**src/rtl/nca_pkg.sv**
```systemverilog
// Shared types and constants for the nearest-centroid assignment block.
// Used by nca_cell, nca_seq and nearest_centroid_assign_top; depends on nothing.
package nca_pkg;

   // Default sizes, handed down through the top-level parameters.
   localparam int DEF_MAX_CLUSTERS = 16;
   localparam int DEF_MAX_DIMS     = 16;
   localparam int DEF_COORD_BITS   = 16;

   // Fixed field widths of the channels.
   localparam int OP_BITS            = 2;
   localparam int CLUSTER_INDEX_BITS = 4;
   localparam int DIM_INDEX_BITS     = 4;
   localparam int LABEL_BITS         = 5;
   localparam int CFG_BITS           = 5;
   localparam int CSR_INDEX_BITS     = 1;
   localparam int COUNT_BITS         = 20;

   // Distance arithmetic: a magnitude of 2^20 or more saturates the square.
   localparam int SQ_MAG_BITS = 20;
   localparam int ACC_BITS    = 40;
   localparam logic [ACC_BITS-1:0]   ACC_MAX   = {ACC_BITS{1'b1}};
   localparam logic [COUNT_BITS-1:0] COUNT_MAX = {COUNT_BITS{1'b1}};

   // Register reset values.
   localparam logic [CFG_BITS-1:0] CLUSTERS_RESET = CFG_BITS'(16);
   localparam logic [CFG_BITS-1:0] DIMS_RESET     = CFG_BITS'(16);

   // Item operation codes.
   typedef enum logic [OP_BITS-1:0] {
      OP_LOAD  = 2'd0,
      OP_POINT = 2'd1,
      OP_START = 2'd2
   } nca_op_type;

   // Configuration register indexes.
   typedef enum logic [CSR_INDEX_BITS-1:0] {
      CSR_CLUSTERS = 1'b0,
      CSR_DIMS     = 1'b1
   } nca_csr_type;

   // Sequencer states.
   typedef enum logic [2:0] {
      ST_IDLE,
      ST_DECODE,
      ST_SQUARE,
      ST_ACCUM,
      ST_SEED,
      ST_SCAN,
      ST_EMIT
   } nca_state_type;

   // Strobes broadcast from the sequencer to every cell.
   typedef struct packed {
      logic rd_en;
      logic sq_en;
      logic acc_en;
      logic acc_clear;
   } nca_cell_ctrl_type;

endpackage

```
**src/rtl/nca_cell.sv**
```systemverilog
// One centroid cell: its column of coordinates, a squared-distance accumulator
// and one stage of the minimum-search chain. Depends on nca_pkg.
module nca_cell
   import nca_pkg::*;
#(
   parameter int MAX_CLUSTERS = DEF_MAX_CLUSTERS,
   parameter int MAX_DIMS     = DEF_MAX_DIMS,
   parameter int COORD_BITS   = DEF_COORD_BITS,
   parameter int CELL_INDEX   = 0
) (
   input  logic                                  clock,
   input  logic                                  reset,
   input  nca_cell_ctrl_type                     ctrl,
   input  logic                                  wr_en,
   input  logic                                  active,
   input  logic [(MAX_DIMS > 1 ? $clog2(MAX_DIMS) : 1)-1:0] addr,
   input  logic signed [COORD_BITS-1:0]          coord,
   input  logic                                  scan_valid_in,
   input  logic [ACC_BITS-1:0]                   scan_dist_in,
   input  logic [$clog2(MAX_CLUSTERS)-1:0]       scan_idx_in,
   output logic                                  scan_valid_out,
   output logic [ACC_BITS-1:0]                   scan_dist_out,
   output logic [$clog2(MAX_CLUSTERS)-1:0]       scan_idx_out
);

   localparam int CLU_W  = $clog2(MAX_CLUSTERS);
   localparam int DIFF_W = COORD_BITS + 1;
   localparam int WIDE_W = (DIFF_W > SQ_MAG_BITS + 1) ? DIFF_W : SQ_MAG_BITS + 1;

   logic signed [COORD_BITS-1:0] store_mem [MAX_DIMS];
   logic signed [COORD_BITS-1:0] cent_ff;
   logic [ACC_BITS-1:0]          sq_ff;
   logic [ACC_BITS-1:0]          acc_ff;
   logic                         scan_valid_ff;
   logic [ACC_BITS-1:0]          scan_dist_ff;
   logic [CLU_W-1:0]             scan_idx_ff;

   logic [DIFF_W-1:0]          diff;
   logic [DIFF_W-1:0]          mag;
   logic [WIDE_W-1:0]          mag_wide;
   logic                       mag_over;
   logic [SQ_MAG_BITS-1:0]     mag_low;
   logic [2*SQ_MAG_BITS-1:0]   product;
   logic [ACC_BITS-1:0]        acc_base;
   logic [ACC_BITS:0]          acc_sum;
   logic                       take_own;

   // Coordinate store for this centroid, with a registered read port.
   always_ff @(posedge clock) begin
      if (wr_en) begin
         store_mem[addr] <= coord;
      end
      if (ctrl.rd_en) begin
         cent_ff <= store_mem[addr];
      end
   end

   // Exact difference, its magnitude and the saturating square.
   always_comb begin
      diff     = DIFF_W'({coord[COORD_BITS-1], coord} - {cent_ff[COORD_BITS-1], cent_ff});
      mag      = diff[DIFF_W-1] ? (~diff + DIFF_W'(1)) : diff;
      mag_wide = WIDE_W'(mag);
      mag_over = |mag_wide[WIDE_W-1:SQ_MAG_BITS];
      mag_low  = mag_wide[SQ_MAG_BITS-1:0];
      product  = mag_low * mag_low;
   end

   always_ff @(posedge clock) begin
      if (ctrl.sq_en) begin
         sq_ff <= mag_over ? ACC_MAX : ACC_BITS'(product);
      end
   end

   // Saturating accumulation; the first dimension of a point restarts the sum.
   always_comb begin
      acc_base = ctrl.acc_clear ? '0 : acc_ff;
      acc_sum  = {1'b0, acc_base} + {1'b0, sq_ff};
   end

   always_ff @(posedge clock) begin
      if (reset) begin
         acc_ff <= '0;
      end else if (ctrl.acc_en) begin
         if (active) begin
            acc_ff <= acc_sum[ACC_BITS] ? ACC_MAX : acc_sum[ACC_BITS-1:0];
         end else if (ctrl.acc_clear) begin
            acc_ff <= '0;
         end
      end
   end

   // Search stage: keep the running best unless this cell is strictly closer.
   assign take_own = active && (acc_ff < scan_dist_in);

   always_ff @(posedge clock) begin
      if (reset) begin
         scan_valid_ff <= 1'b0;
      end else begin
         scan_valid_ff <= scan_valid_in;
      end
   end

   always_ff @(posedge clock) begin
      if (scan_valid_in) begin
         scan_dist_ff <= take_own ? acc_ff : scan_dist_in;
         scan_idx_ff  <= take_own ? CLU_W'(CELL_INDEX) : scan_idx_in;
      end
   end

   assign scan_valid_out = scan_valid_ff;
   assign scan_dist_out  = scan_dist_ff;
   assign scan_idx_out   = scan_idx_ff;

endmodule

```
**config.mk**
```make
export PLATFORM = sky130hd
export DESIGN_NAME = nca_cell
export DESIGN_NICKNAME = d
export VERILOG_FILES = /design/src/rtl/nca_pkg.sv /design/src/rtl/nca_cell.sv
export SDC_FILE = /design/constraint.sdc
export NUM_CORES = 1
export LEC_CHECK = 0
export BUFFER_PORTS_ARGS = -buffer_cell sky130_fd_sc_hd__buf_2
export CAP_MARGIN = 20
export CORE_MARGIN = 1
export CORE_UTILIZATION = 35
export CTS_CLUSTER_SIZE = 8
export DETAILED_ROUTE_END_ITERATION = 7
export MAX_ROUTING_LAYER = met4
export SYNTH_ARGS = -nofsm -noshare
export SYNTH_HDL_FRONTEND = slang
export SYNTH_SLANG_ARGS = --single-unit
```
**constraint.sdc**
```tcl
create_clock -name clock -period 9.78 [get_ports clock]
set_input_delay 1.956 -clock clock [delete_from_list [all_inputs] [get_ports clock]]
set_output_delay 1.956 -clock clock [all_outputs]
set_load 0.005 [all_outputs]
```
==> impl_metrics.json <==
{
  "gp_congestion": 0.8944,
  "setup_tns_ns": 0,
  "cts_buffers": 56,
  "yosysTopAreaCellShare": 0.3884,
  "worst_path_most_repeated_cell": "fa_1",
  "worst_pin_slew_ns": 1.103,
  "maxCapViolCount": 0,
  "cp_top_family": "adder cells",
  "max_stage_delay_ns": 0.55,
  "avgRoutedWirePerCell_um": 17.38,
  "critPathArrivalTime_ns": 10.08,
  "syn_inst": 2229,
  "hold_buffers": 0,
  "drive_gt1_frac": 0.2860,
  "clk_pin_slew_ns": 0.05,
  "fmax_ghz": 0.1027,
  "rsz0062_at_grt": "yes",
  "clockBufferDepth": 3,
  "portBuffers": 117,
  "hold_class": "flop to flop",
  "nets": 3118,
  "synth_ff_type": "edfxtp_1",
  "fp-row-count": 101,
  "setup_viol_count_final": 0,
  "synthTopCellsByArea": "edfxtp_1 39%, fa_1 14%, ha_1 9.0%",
  "yosysUniqueCellTypes": 88,
  "status": "complete, no violations",
  "core_area_um2": 76080,
  "async_flop_share": 0,
  "syn_avg_cell_area_um2": 12.11,
  "numClockSinks": 390,
  "ant_nets": 0,
  "root_buffer": "clkbuf_16",
  "slew_violations": 0,
  "start_kind": "input pin",
  "grt-ovfl-total": 0,
  "crit_buf_inv": 8,
  "synth.cell_area_um2": 26980,
  "fin_cells": 3710,
  "critPathMaxFanout": 9,
  "vias": 18360,
  "drc": 0,
  "start_util": 0.3547,
  "relSlewSlack": 0.2645,
  "cts_tree": "built",
  "dp.final_hpwl_um": 49120,
  "yosys_warnings": 0,
  "final_util": 0.4393,
  "grt_pass1_vias": 19500,
  "final_hold_viol_count": 0,
  "critPathKind": "input pin to flop",
  "grt_max_degree": 72,
  "vias_per_cell": 4.948,
  "h-tree-depth": 2,
  "dp.cells": 3594,
  "yosys-top-cells-count": "349 x edfxtp_1, 343 x inv_1, 194 x ha_1",
  "clock_latency_ns": 0.64,
  "synth_edf_count": 349,
  "synth_top_area_cell": "edfxtp_1",
  "dieWidth_um": 279.7,
  "ys_ff_latch": 390,
  "dr.pass1.iters": 5,
  "io_pins": 118,
  "fin_crit_ns": 9.735,
  "finalCritPeriodShare": 0.9954,
  "ys_seq_area_frac": 0.4188,
  "drt_iter0_drc": 901,
  "clock_skew_ns": 0.06420,
  "crit_path_top_delay_cell": "fa_1",
  "place_area_um2": 31020,
  "stdcell_area_um2": 33420,
  "antenna_found_initial": 3,
  "die-area_um2": 78210,
  "track_usage": 0.1704,
  "wirelength_um": 64500,
  "synthToLayoutAreaGrowth_pct": 23.87,
  "required_ns": 10.13,
  "grt_pass1_wl_um": 102900,
  "crit_path_end_kind": "flop",
  "die_h_um": 279.7,
  "synth.most_common_cell": "edfxtp_1"
}
[worst reg2reg max path, delay by kind of cell (launching register included)]
family	cells	cell delay, ns
AOI/OAI and AO/OA	9	2.05
xor gates and xnor gates	3	0.39
adders and majority gates	9	3.80
buffers and inverters	6	0.46
DFF	1	0.41
and+or+nand+nor	5	1.34
[state kept, by name, summed over array words and instances, names as in the netlist]
register,count
sq_ff,33
scan_idx_out,4
scan_valid_out,1
store_mem,256
cent_ff,16
scan_dist_out,40
acc_ff,40
[cell usage in the layout (no fill, tap or decap), types with 80 or more instances in the layout]
cell type	n
fa_1	185
nand2_1	125
nor2_1	97
inv_1	320
a21oi_1	116
ha_1	181
buf_4	297
edfxtp_1	349
buf_2	115
mux4_2	80
[path summary, 6_finish.rpt]
kind              start  slack [ns]  depth (start not counted)        end
min reg2reg   acc_ff[0]        0.50                          2  acc_ff[0]
max reg2reg  cent_ff[0]        1.07                         32  sq_ff[33]
max            coord[0]        0.04                         34  sq_ff[33]
min           acc_ff[0]        0.50                          2  acc_ff[0]
[metrics by stage]
stage | worst slack [ns] | hold slack [ns]
6_report | 0.04463 | 0.4984
5_1_grt | -0.3075 | 0.5427
4_1_cts | -0.1278 | 0.4980
3_5_place_dp | -0.9817 | 0.4916
3_3_place_gp | -0.8672 | 0.4830
2_1_floorplan | -0.2809 | 0.4448
[cells by family (layout without fill, tap and decap cells)]
| family | after synthesis | count (layout) | synth area share |
|---|---|---|---|
| buffers and inverters | 424 | 863 | 0.05963 |
| muxes | 126 | 126 | 0.08569 |
| adders and majority gates | 387 | 387 | 0.2332 |
| and+or+nand+nor | 450 | 450 | 0.08277 |
| DFF | 390 | 390 | 0.4188 |
| AOI/OAI and AO/OA | 362 | 362 | 0.09052 |
| xor gates and xnor gates | 88 | 88 | 0.02912 |
| other | 2 | 14 | 0.0002783 |
[routing by layer]
layer / vias up / GRT usage / part of all wire
li1: 8695 / - / -
met1: 9056 / 0.2011 / 0.41
met2: 459 / 0.2943 / 0.51
met3: 148 / 0.02369 / 0.042
met4: 0 / 0.06501 / 0.037
met5: - / - / 0
[cell type report]
| cell class | instances | area, µm² |
|---|---|---|
| inverter | 349 | 1335 |
| clock inverter | 7 | 137.6 |
| timing repair buffer | 436 | 3122 |
| sequential | 390 | 11300 |
| tap | 1030 | 1289 |
| multi-input combinational | 1425 | 14780 |
| antenna | 2 | 5.005 |
| fill | 7041 | 42650 |
| clock buffer | 71 | 1458 |
[what timing repair did]
action	4_1_cts	5_1_grt
setup buffers	7	29
endpoints found under the hold margin	0	0
gates resized for setup	38	88
pin swaps	23	75
endpoints found under the setup margin	8	11
Power is not shown: default switching activity piles up to over one toggle a cycle in this logic, so the estimate is an artifact.
