==> config.mk <==
export PLATFORM = sky130hd
export DESIGN_NAME = nca_seq
export DESIGN_NICKNAME = d
export VERILOG_FILES = /design/src/rtl/nca_pkg.sv /design/src/rtl/nca_seq.sv
export SDC_FILE = /design/constraint.sdc
export NUM_CORES = 1
export LEC_CHECK = 0
export ABC_AREA = 0
export BUFFER_PORTS_ARGS = -buffer_cell sky130_fd_sc_hd__buf_2
export CAP_MARGIN = 40
export CORE_MARGIN = 2
export CORE_UTILIZATION = 51
export CTS_CLUSTER_SIZE = 8
export DETAILED_ROUTE_END_ITERATION = 8
export GPL_TIMING_DRIVEN = 0
export PLACE_DENSITY = 0.78
export SYNTH_ARGS = -nofsm -noshare
export SYNTH_HDL_FRONTEND = slang
export SYNTH_SLANG_ARGS = --single-unit
==> constraint.sdc <==
create_clock -name clock -period 2.6 [get_ports clock]
set_clock_uncertainty 0.2 [all_clocks]
set_input_delay 0.52 -clock clock [delete_from_list [all_inputs] [get_ports clock]]
set_output_delay 0.52 -clock clock [all_outputs]
set_load 0.05 [all_outputs]
==> src/rtl/nca_pkg.sv <==
// Shared types and constants for the nearest-centroid assignment block.
// Used by nca_cell, nca_seq and nearest_centroid_assign_top; depends on nothing.
package nca_pkg;

   // Default sizes, handed down through the top-level parameters.
   localparam int DEF_MAX_CLUSTERS = 16;
   localparam int DEF_MAX_DIMS     = 16;
   localparam int DEF_COORD_BITS   = 16;

   // Fixed field widths of the channels.
   localparam int OP_BITS            = 2;
   localparam int CLUSTER_INDEX_BITS = 4;
   localparam int DIM_INDEX_BITS     = 4;
   localparam int LABEL_BITS         = 5;
   localparam int CFG_BITS           = 5;
   localparam int CSR_INDEX_BITS     = 1;
   localparam int COUNT_BITS         = 20;

   // Distance arithmetic: a magnitude of 2^20 or more saturates the square.
   localparam int SQ_MAG_BITS = 20;
   localparam int ACC_BITS    = 40;
   localparam logic [ACC_BITS-1:0]   ACC_MAX   = {ACC_BITS{1'b1}};
   localparam logic [COUNT_BITS-1:0] COUNT_MAX = {COUNT_BITS{1'b1}};

   // Register reset values.
   localparam logic [CFG_BITS-1:0] CLUSTERS_RESET = CFG_BITS'(16);
   localparam logic [CFG_BITS-1:0] DIMS_RESET     = CFG_BITS'(16);

   // Item operation codes.
   typedef enum logic [OP_BITS-1:0] {
      OP_LOAD  = 2'd0,
      OP_POINT = 2'd1,
      OP_START = 2'd2
   } nca_op_type;

   // Configuration register indexes.
   typedef enum logic [CSR_INDEX_BITS-1:0] {
      CSR_CLUSTERS = 1'b0,
      CSR_DIMS     = 1'b1
   } nca_csr_type;

   // Sequencer states.
   typedef enum logic [2:0] {
      ST_IDLE,
      ST_DECODE,
      ST_SQUARE,
      ST_ACCUM,
      ST_SEED,
      ST_SCAN,
      ST_EMIT
   } nca_state_type;

   // Strobes broadcast from the sequencer to every cell.
   typedef struct packed {
      logic rd_en;
      logic sq_en;
      logic acc_en;
      logic acc_clear;
   } nca_cell_ctrl_type;

endpackage

==> src/rtl/nca_seq.sv <==
// Item sequencer: handshakes, configuration registers, cell strobes, the
// change counter and the result register. Depends on nca_pkg.
module nca_seq
   import nca_pkg::*;
#(
   parameter int MAX_CLUSTERS = DEF_MAX_CLUSTERS,
   parameter int MAX_DIMS     = DEF_MAX_DIMS,
   parameter int COORD_BITS   = DEF_COORD_BITS
) (
   input  logic                                  clock,
   input  logic                                  reset,
   // Item channel
   input  logic                                  req_valid,
   output logic                                  req_ready,
   input  logic [OP_BITS-1:0]                    req_op,
   input  logic [CLUSTER_INDEX_BITS-1:0]         req_cluster_index,
   input  logic [DIM_INDEX_BITS-1:0]             req_dim_index,
   input  logic signed [COORD_BITS-1:0]          req_coord_value,
   input  logic [LABEL_BITS-1:0]                 req_prior_label,
   // Configuration channel
   input  logic                                  csr_valid,
   output logic                                  csr_ready,
   input  logic [CSR_INDEX_BITS-1:0]             csr_index,
   input  logic [CFG_BITS-1:0]                   csr_wdata,
   // Result channel
   output logic                                  rsp_valid,
   input  logic                                  rsp_ready,
   output logic [LABEL_BITS-1:0]                 rsp_assigned_label,
   output logic                                  rsp_label_changed,
   output logic [COUNT_BITS-1:0]                 rsp_change_count,
   // Cell side
   output nca_cell_ctrl_type                     cell_ctrl,
   output logic [MAX_CLUSTERS-1:0]               wr_mask,
   output logic [MAX_CLUSTERS-1:0]               active_mask,
   output logic [(MAX_DIMS > 1 ? $clog2(MAX_DIMS) : 1)-1:0] cell_addr,
   output logic signed [COORD_BITS-1:0]          cell_coord,
   output logic                                  seed_valid,
   input  logic                                  chain_valid,
   input  logic [$clog2(MAX_CLUSTERS)-1:0]       chain_idx
);

   localparam int CLU_W  = $clog2(MAX_CLUSTERS);
   localparam int DIM_W  = (MAX_DIMS > 1) ? $clog2(MAX_DIMS) : 1;
   localparam int NK_W   = $clog2(MAX_CLUSTERS + 1);
   localparam int ND_W   = $clog2(MAX_DIMS + 1);
   localparam int CW     = (NK_W > CFG_BITS) ? NK_W : CFG_BITS;
   localparam int DW     = (ND_W > CFG_BITS) ? ND_W : CFG_BITS;
   localparam int LBL_W  = CLU_W + 1;
   localparam int CMP_W  = (LBL_W > LABEL_BITS) ? LBL_W : LABEL_BITS;

   nca_state_type                 state_ff;
   nca_state_type                 state_in;
   logic [CFG_BITS-1:0]           clusters_ff;
   logic [CFG_BITS-1:0]           dims_ff;
   logic [OP_BITS-1:0]            op_ff;
   logic [CLUSTER_INDEX_BITS-1:0] ci_ff;
   logic [DIM_INDEX_BITS-1:0]     di_ff;
   logic signed [COORD_BITS-1:0]  coord_ff;
   logic [LABEL_BITS-1:0]         prior_ff;
   logic [CLU_W-1:0]              best_ff;
   logic [COUNT_BITS-1:0]         count_ff;
   logic                          rsp_valid_ff;
   logic [LABEL_BITS-1:0]         rsp_label_ff;
   logic                          rsp_changed_ff;
   logic [COUNT_BITS-1:0]         rsp_count_ff;

   logic [CW-1:0]         nk;
   logic [DW-1:0]         nd;
   logic [DW-1:0]         di_wide;
   logic                  load_ok;
   logic                  point_ok;
   logic                  last_dim;
   logic [LBL_W-1:0]      label_full;
   logic                  changed;
   logic [COUNT_BITS-1:0] count_next;
   logic                  out_free;
   logic                  req_xfer;
   logic                  emit_go;
   logic                  pass_clear;

   // Register values clamped to the supported range: zero acts as one.
   always_comb begin
      if (clusters_ff == '0) begin
         nk = CW'(1);
      end else if (CW'(clusters_ff) > CW'(MAX_CLUSTERS)) begin
         nk = CW'(MAX_CLUSTERS);
      end else begin
         nk = CW'(clusters_ff);
      end
      if (dims_ff == '0) begin
         nd = DW'(1);
      end else if (DW'(dims_ff) > DW'(MAX_DIMS)) begin
         nd = DW'(MAX_DIMS);
      end else begin
         nd = DW'(dims_ff);
      end
   end

   // Decode of the held item.
   always_comb begin
      di_wide  = DW'(di_ff);
      load_ok  = (CW'(ci_ff) < CW'(MAX_CLUSTERS)) && (di_wide < DW'(MAX_DIMS));
      point_ok = di_wide < nd;
      last_dim = di_wide == (nd - DW'(1));
   end

   // Per-cell enables: the active clusters and the target of a load.
   for (genvar k = 0; k < MAX_CLUSTERS; k++) begin : g_mask
      assign active_mask[k] = CW'(k) < nk;
      assign wr_mask[k]     = (state_ff == ST_DECODE) && (op_ff == OP_LOAD) && load_ok
                              && (CW'(ci_ff) == CW'(k));
   end

   assign cell_addr  = DIM_W'(di_ff);
   assign cell_coord = coord_ff;

   // Label, change flag and the saturating change count for a result.
   always_comb begin
      label_full = LBL_W'(best_ff) + LBL_W'(1);
      changed    = CMP_W'(label_full) != CMP_W'(prior_ff);
      count_next = (changed && (count_ff != COUNT_MAX)) ? count_ff + COUNT_BITS'(1)
                                                        : count_ff;
   end

   assign out_free = !rsp_valid_ff || rsp_ready;
   assign req_xfer = req_valid && req_ready;

   // Next state and strobes.
   always_comb begin
      state_in   = state_ff;
      req_ready  = 1'b0;
      cell_ctrl  = '0;
      seed_valid = 1'b0;
      emit_go    = 1'b0;
      pass_clear = 1'b0;
      case (state_ff)
         ST_IDLE: begin
            req_ready = 1'b1;
            if (req_valid) begin
               state_in = ST_DECODE;
            end
         end
         ST_DECODE: begin
            state_in = ST_IDLE;
            case (op_ff)
               OP_START: begin
                  pass_clear = 1'b1;
               end
               OP_POINT: begin
                  if (point_ok) begin
                     cell_ctrl.rd_en = 1'b1;
                     state_in        = ST_SQUARE;
                  end
               end
               default: begin
               end
            endcase
         end
         ST_SQUARE: begin
            cell_ctrl.sq_en = 1'b1;
            state_in        = ST_ACCUM;
         end
         ST_ACCUM: begin
            cell_ctrl.acc_en    = 1'b1;
            cell_ctrl.acc_clear = di_ff == '0;
            state_in            = last_dim ? ST_SEED : ST_IDLE;
         end
         ST_SEED: begin
            seed_valid = 1'b1;
            state_in   = ST_SCAN;
         end
         ST_SCAN: begin
            if (chain_valid) begin
               state_in = ST_EMIT;
            end
         end
         ST_EMIT: begin
            if (out_free) begin
               emit_go  = 1'b1;
               state_in = ST_IDLE;
            end
         end
         default: begin
            state_in = ST_IDLE;
         end
      endcase
   end

   // State register.
   always_ff @(posedge clock) begin
      if (reset) begin
         state_ff <= ST_IDLE;
      end else begin
         state_ff <= state_in;
      end
   end

   // Configuration writes; the port never stalls.
   assign csr_ready = 1'b1;

   always_ff @(posedge clock) begin
      if (reset) begin
         clusters_ff <= CLUSTERS_RESET;
         dims_ff     <= DIMS_RESET;
      end else if (csr_valid) begin
         case (csr_index)
            CSR_CLUSTERS: clusters_ff <= csr_wdata;
            CSR_DIMS:     dims_ff     <= csr_wdata;
            default: begin
            end
         endcase
      end
   end

   // Item capture on an input transfer, winner capture at the end of the search.
   always_ff @(posedge clock) begin
      if (req_xfer) begin
         op_ff    <= req_op;
         ci_ff    <= req_cluster_index;
         di_ff    <= req_dim_index;
         coord_ff <= req_coord_value;
         prior_ff <= req_prior_label;
      end
      if ((state_ff == ST_SCAN) && chain_valid) begin
         best_ff <= chain_idx;
      end
   end

   // Change counter: cleared by a start-pass item, bumped by each changed point.
   always_ff @(posedge clock) begin
      if (reset) begin
         count_ff <= '0;
      end else if (pass_clear) begin
         count_ff <= '0;
      end else if (emit_go) begin
         count_ff <= count_next;
      end
   end

   // Result register; it frees itself on an output transfer.
   always_ff @(posedge clock) begin
      if (reset) begin
         rsp_valid_ff <= 1'b0;
      end else if (emit_go) begin
         rsp_valid_ff <= 1'b1;
      end else if (rsp_ready) begin
         rsp_valid_ff <= 1'b0;
      end
   end

   always_ff @(posedge clock) begin
      if (emit_go) begin
         rsp_label_ff   <= LABEL_BITS'(label_full);
         rsp_changed_ff <= changed;
         rsp_count_ff   <= count_next;
      end
   end

   assign rsp_valid          = rsp_valid_ff;
   assign rsp_assigned_label = rsp_label_ff;
   assign rsp_label_changed  = rsp_changed_ff;
   assign rsp_change_count   = rsp_count_ff;

`ifndef SYNTHESIS
   // A new result only appears out of the emit state.
   a_rsp_from_emit: assert property (@(posedge clock) disable iff (reset)
      $rose(rsp_valid_ff) |-> $past(state_ff) == ST_EMIT)
      else $error("result raised outside the emit state");

   // The search chain only delivers a winner while the sequencer waits for it.
   a_chain_in_scan: assert property (@(posedge clock) disable iff (reset)
      chain_valid |-> state_ff == ST_SCAN)
      else $error("search chain output outside the scan state");

   // A load writes at most one cell.
   a_one_writer: assert property (@(posedge clock) disable iff (reset)
      $onehot0(wr_mask))
      else $error("load enables more than one cell");

   // The change count only drops on a start-pass item.
   a_count_drop: assert property (@(posedge clock) disable iff (reset)
      (!$past(reset) && (count_ff < $past(count_ff)))
      |-> ($past(state_ff) == ST_DECODE && $past(op_ff) == OP_START))
      else $error("change count dropped without a start-pass item");
`endif

endmodule

==> results.json <==
{
  "status": "finished with violations",
  "violations": "setup timing",
  "drive_above_1_share_pct": 36.2,
  "cp-end-kind": "primary output",
  "hold_path_class": "input pin to flop",
  "grtUsageTotal_pct": 19.8,
  "relSlewSlack_pct": 51.1,
  "netlist_area_um2": 4380,
  "clk_latency_ps": 350,
  "drt_iter0_drc": 185,
  "setup_viol": 1,
  "coreArea_um2": 8260,
  "hold_viol": 0,
  "htreeDepth": 3,
  "cp-start-kind": "flop",
  "num_antenna_cells": 0,
  "initial_core_util_pct": 53.1,
  "grt_pass1_wl_um": 15400,
  "ir_drop_mv": 0.390,
  "synth.distinct_cells": 48,
  "place_area_um2": 5200,
  "layout_commonest_cell": "buf_2",
  "cts_sinks": 95,
  "fillers": 645,
  "clk_path_buf_depth": 2,
  "row_count": 33,
  "slew_viol_final": 0,
  "cp.arrival_ps": 2010,
  "vias": 3530,
  "io_buffers": 130,
  "crit_type": "flop to primary output",
  "drt_drc_violations_left": 0,
  "r2r_slack_ps": 200,
  "synth_top_family_by_area": "simple AND/OR/NAND/NOR gates",
  "cts_buffers": 9,
  "finalCritPeriodShare_pct": 105,
  "grt.overflow.total": 0,
  "drv_cap": 0,
  "yosysWarnings": 0,
  "muxShareOfSynthArea_pct": 1.71,
  "powerDensity_nw_per_um2": 550,
  "path_max_fanout": 2,
  "synth_compound_area_share_pct": 5.71,
  "synth_xor_xnor_area_share_pct": 9.51,
  "rsz0062_at_grt": "yes",
  "synth_cells": 398,
  "timing.fmax_mhz": 366,
  "yosys.area.top_type": "edfxtp_1",
  "antenna_found_initial": 0,
  "yosysSeqAreaShare_pct": 57.3,
  "clk_pin_slew_ps": 90,
  "area_delta_synth_final_pct": 28.1,
  "synthAdderAreaFrac_pct": 2.00,
  "pre_cts_slack_ps": -166,
  "die_w_um": 96.7,
  "ys_top_cells_by_area": "edfxtp_1 42%, dfxtp_1 16%, xnor2_1 4.6%",
  "ant_nets": 0,
  "stdcell_area_um2": 5620,
  "synth_edf_count": 61,
  "worstPathRequired_ps": 1880,
  "cts-root-buf": "clkbuf_8",
  "worst_slew_pin_slew_ps": 733,
  "post-route-min-period_ps": 2730,
  "avgSynthCellArea_um2": 11.0,
  "grt_pass1_vias": 3309,
  "mostFrequentLayoutCells": "127 x buf_2, 61 x edfxtp_1, 43 x nor2_1",
  "postCtsHoldBufs": 0,
  "synth_simple_gate_area_share_pct": 20.9,
  "nets": 604,
  "synth.top_cell.area_share_pct": 41.8,
  "ys_ff_latch": 95,
  "routed_wl_um": 9590,
  "finalSetupTns_ps": -129,
  "dp_hpwl_um": 6870,
  "grt_max_degree": 36,
  "cts_tree": "built",
  "routed_via_density": 5.35,
  "setup_ws_ps": -129,
  "p_leak_nw": 2.19,
  "ys_async_sr_fraction_pct": 0,
  "yosys_most_used_dff": "edfxtp_1",
  "dieArea_um2": 9350,
  "io_pins": 133,
  "die-height_um": 96.7,
  "place_congestion": 0.876,
  "drt_first_pass_iters": 4,
  "avgRoutedWirePerCell_um": 14.5
}
[registers in the layout, summed over array words and instances (netlist names)]
| name | cells |
|---|---|
| dims_ff | 5 |
| prior_ff | 5 |
| count_ff | 20 |
| rsp_valid | 1 |
| rsp_change_count | 20 |
| rsp_label_changed | 1 |
| ci_ff | 4 |
| rsp_assigned_label | 5 |
| clusters_ff | 5 |
| cell_addr | 4 |
| cell_coord | 16 |
| op_ff | 2 |
| state_ff | 3 |
| best_ff | 4 |
[critical path, stage by stage, from the launching register on]
cell and delay [ps]:
dfxtp_4 370, nor3_4 230, o21ai_2 90, inv_1 70, ha_1 130, nor2b_1 40, o21ai_1 110, nand2b_1 80
a21oi_2 140, o2111a_2 230, buf_8 150
[cells by family (layout without fill, tap and decap cells)]
group | after synthesis | in the layout
flops | 95 | 95
fa+ha+maj | 7 | 7
xor+xnor | 46 | 46
compound gates | 38 | 38
buf+inv | 27 | 183
mux | 7 | 7
simple gates | 177 | 177
other cells | 1 | 2
[cell usage after synthesis (6+ instances only)]
cell / count
a21oi_1: 12
and3_1: 8
clkbuf_1: 11
dfxtp_1: 34
edfxtp_1: 61
ha_1: 7
inv_1: 8
mux2i_1: 6
nand2_1: 37
nand2b_1: 8
nand3_1: 23
nand4_1: 15
nor2_1: 47
nor2b_1: 6
nor3_1: 9
o21ai_0: 7
xnor2_1: 23
xor2_1: 22
[metal layers]
layer / GRT usage (%) / vias up / wire length, um
li1: - / 1711 / -
met4: 6.83 / 0 / 136
met1: 23.7 / 1703 / 3950
met5: 0 / - / 0
met3: 4.70 / 12 / 477
met2: 35.0 / 104 / 5030
[power by group]
| part | total (mW) | internal (mW) | switching [mW] |
|---|---|---|---|
| Clock | 1.06 | 0.563 | 0.498 |
| Combinational | 0.357 | 0.111 | 0.246 |
| Sequential | 1.67 | 1.64 | 0.0287 |
[layout make-up]
type | count | area [um^2] | share of cell area (%)
flip-flops and latches | 95 | 2530 | 45.1
clock buffers | 10 | 138 | 2.45
repair buffers | 141 | 773 | 13.8
inverters | 8 | 30.0 | 0.535
clock inverters | 6 | 83.8 | 1.49
multi-input cells | 277 | 1840 | 32.7
well taps | 105 | 131 | 2.34
plain buffers | 18 | 91.3 | 1.63
[final timing paths]
path | startpoint | endpoint | cells past startpoint
setup / recovery | dims_ff[3] | cell_ctrl[3] | 10
hold / removal | req_prior_label[1] | prior_ff[1] | 1
setup reg to reg | best_ff[0] | rsp_change_count[1] | 7
hold reg to reg | dims_ff[0] | dims_ff[0] | 2
[metrics by stage]
stage,hold slack (ps),util (%),std cells,total power [mW]
finish,136,68.0,660,3.09
global route,112,68.0,660,3.20
CTS,123,67.2,655,3.09
detailed placement,264,62.9,634,2.03
global placement,267,62.9,634,2.02
floorplan,246,-,399,1.93
[repair_timing]
| item | in CTS | in global routing |
|---|---|---|
| setup endpoints to repair | 24 | 20 |
| endpoints found under the hold margin | 0 | 0 |
| cloned | 0 | 0 |
| buffers inserted | 6 | 5 |
| gates resized for setup | 34 | 9 |
| pin swaps | 4 | 3 |
Note: power is estimated with default switching activity, not from simulation.
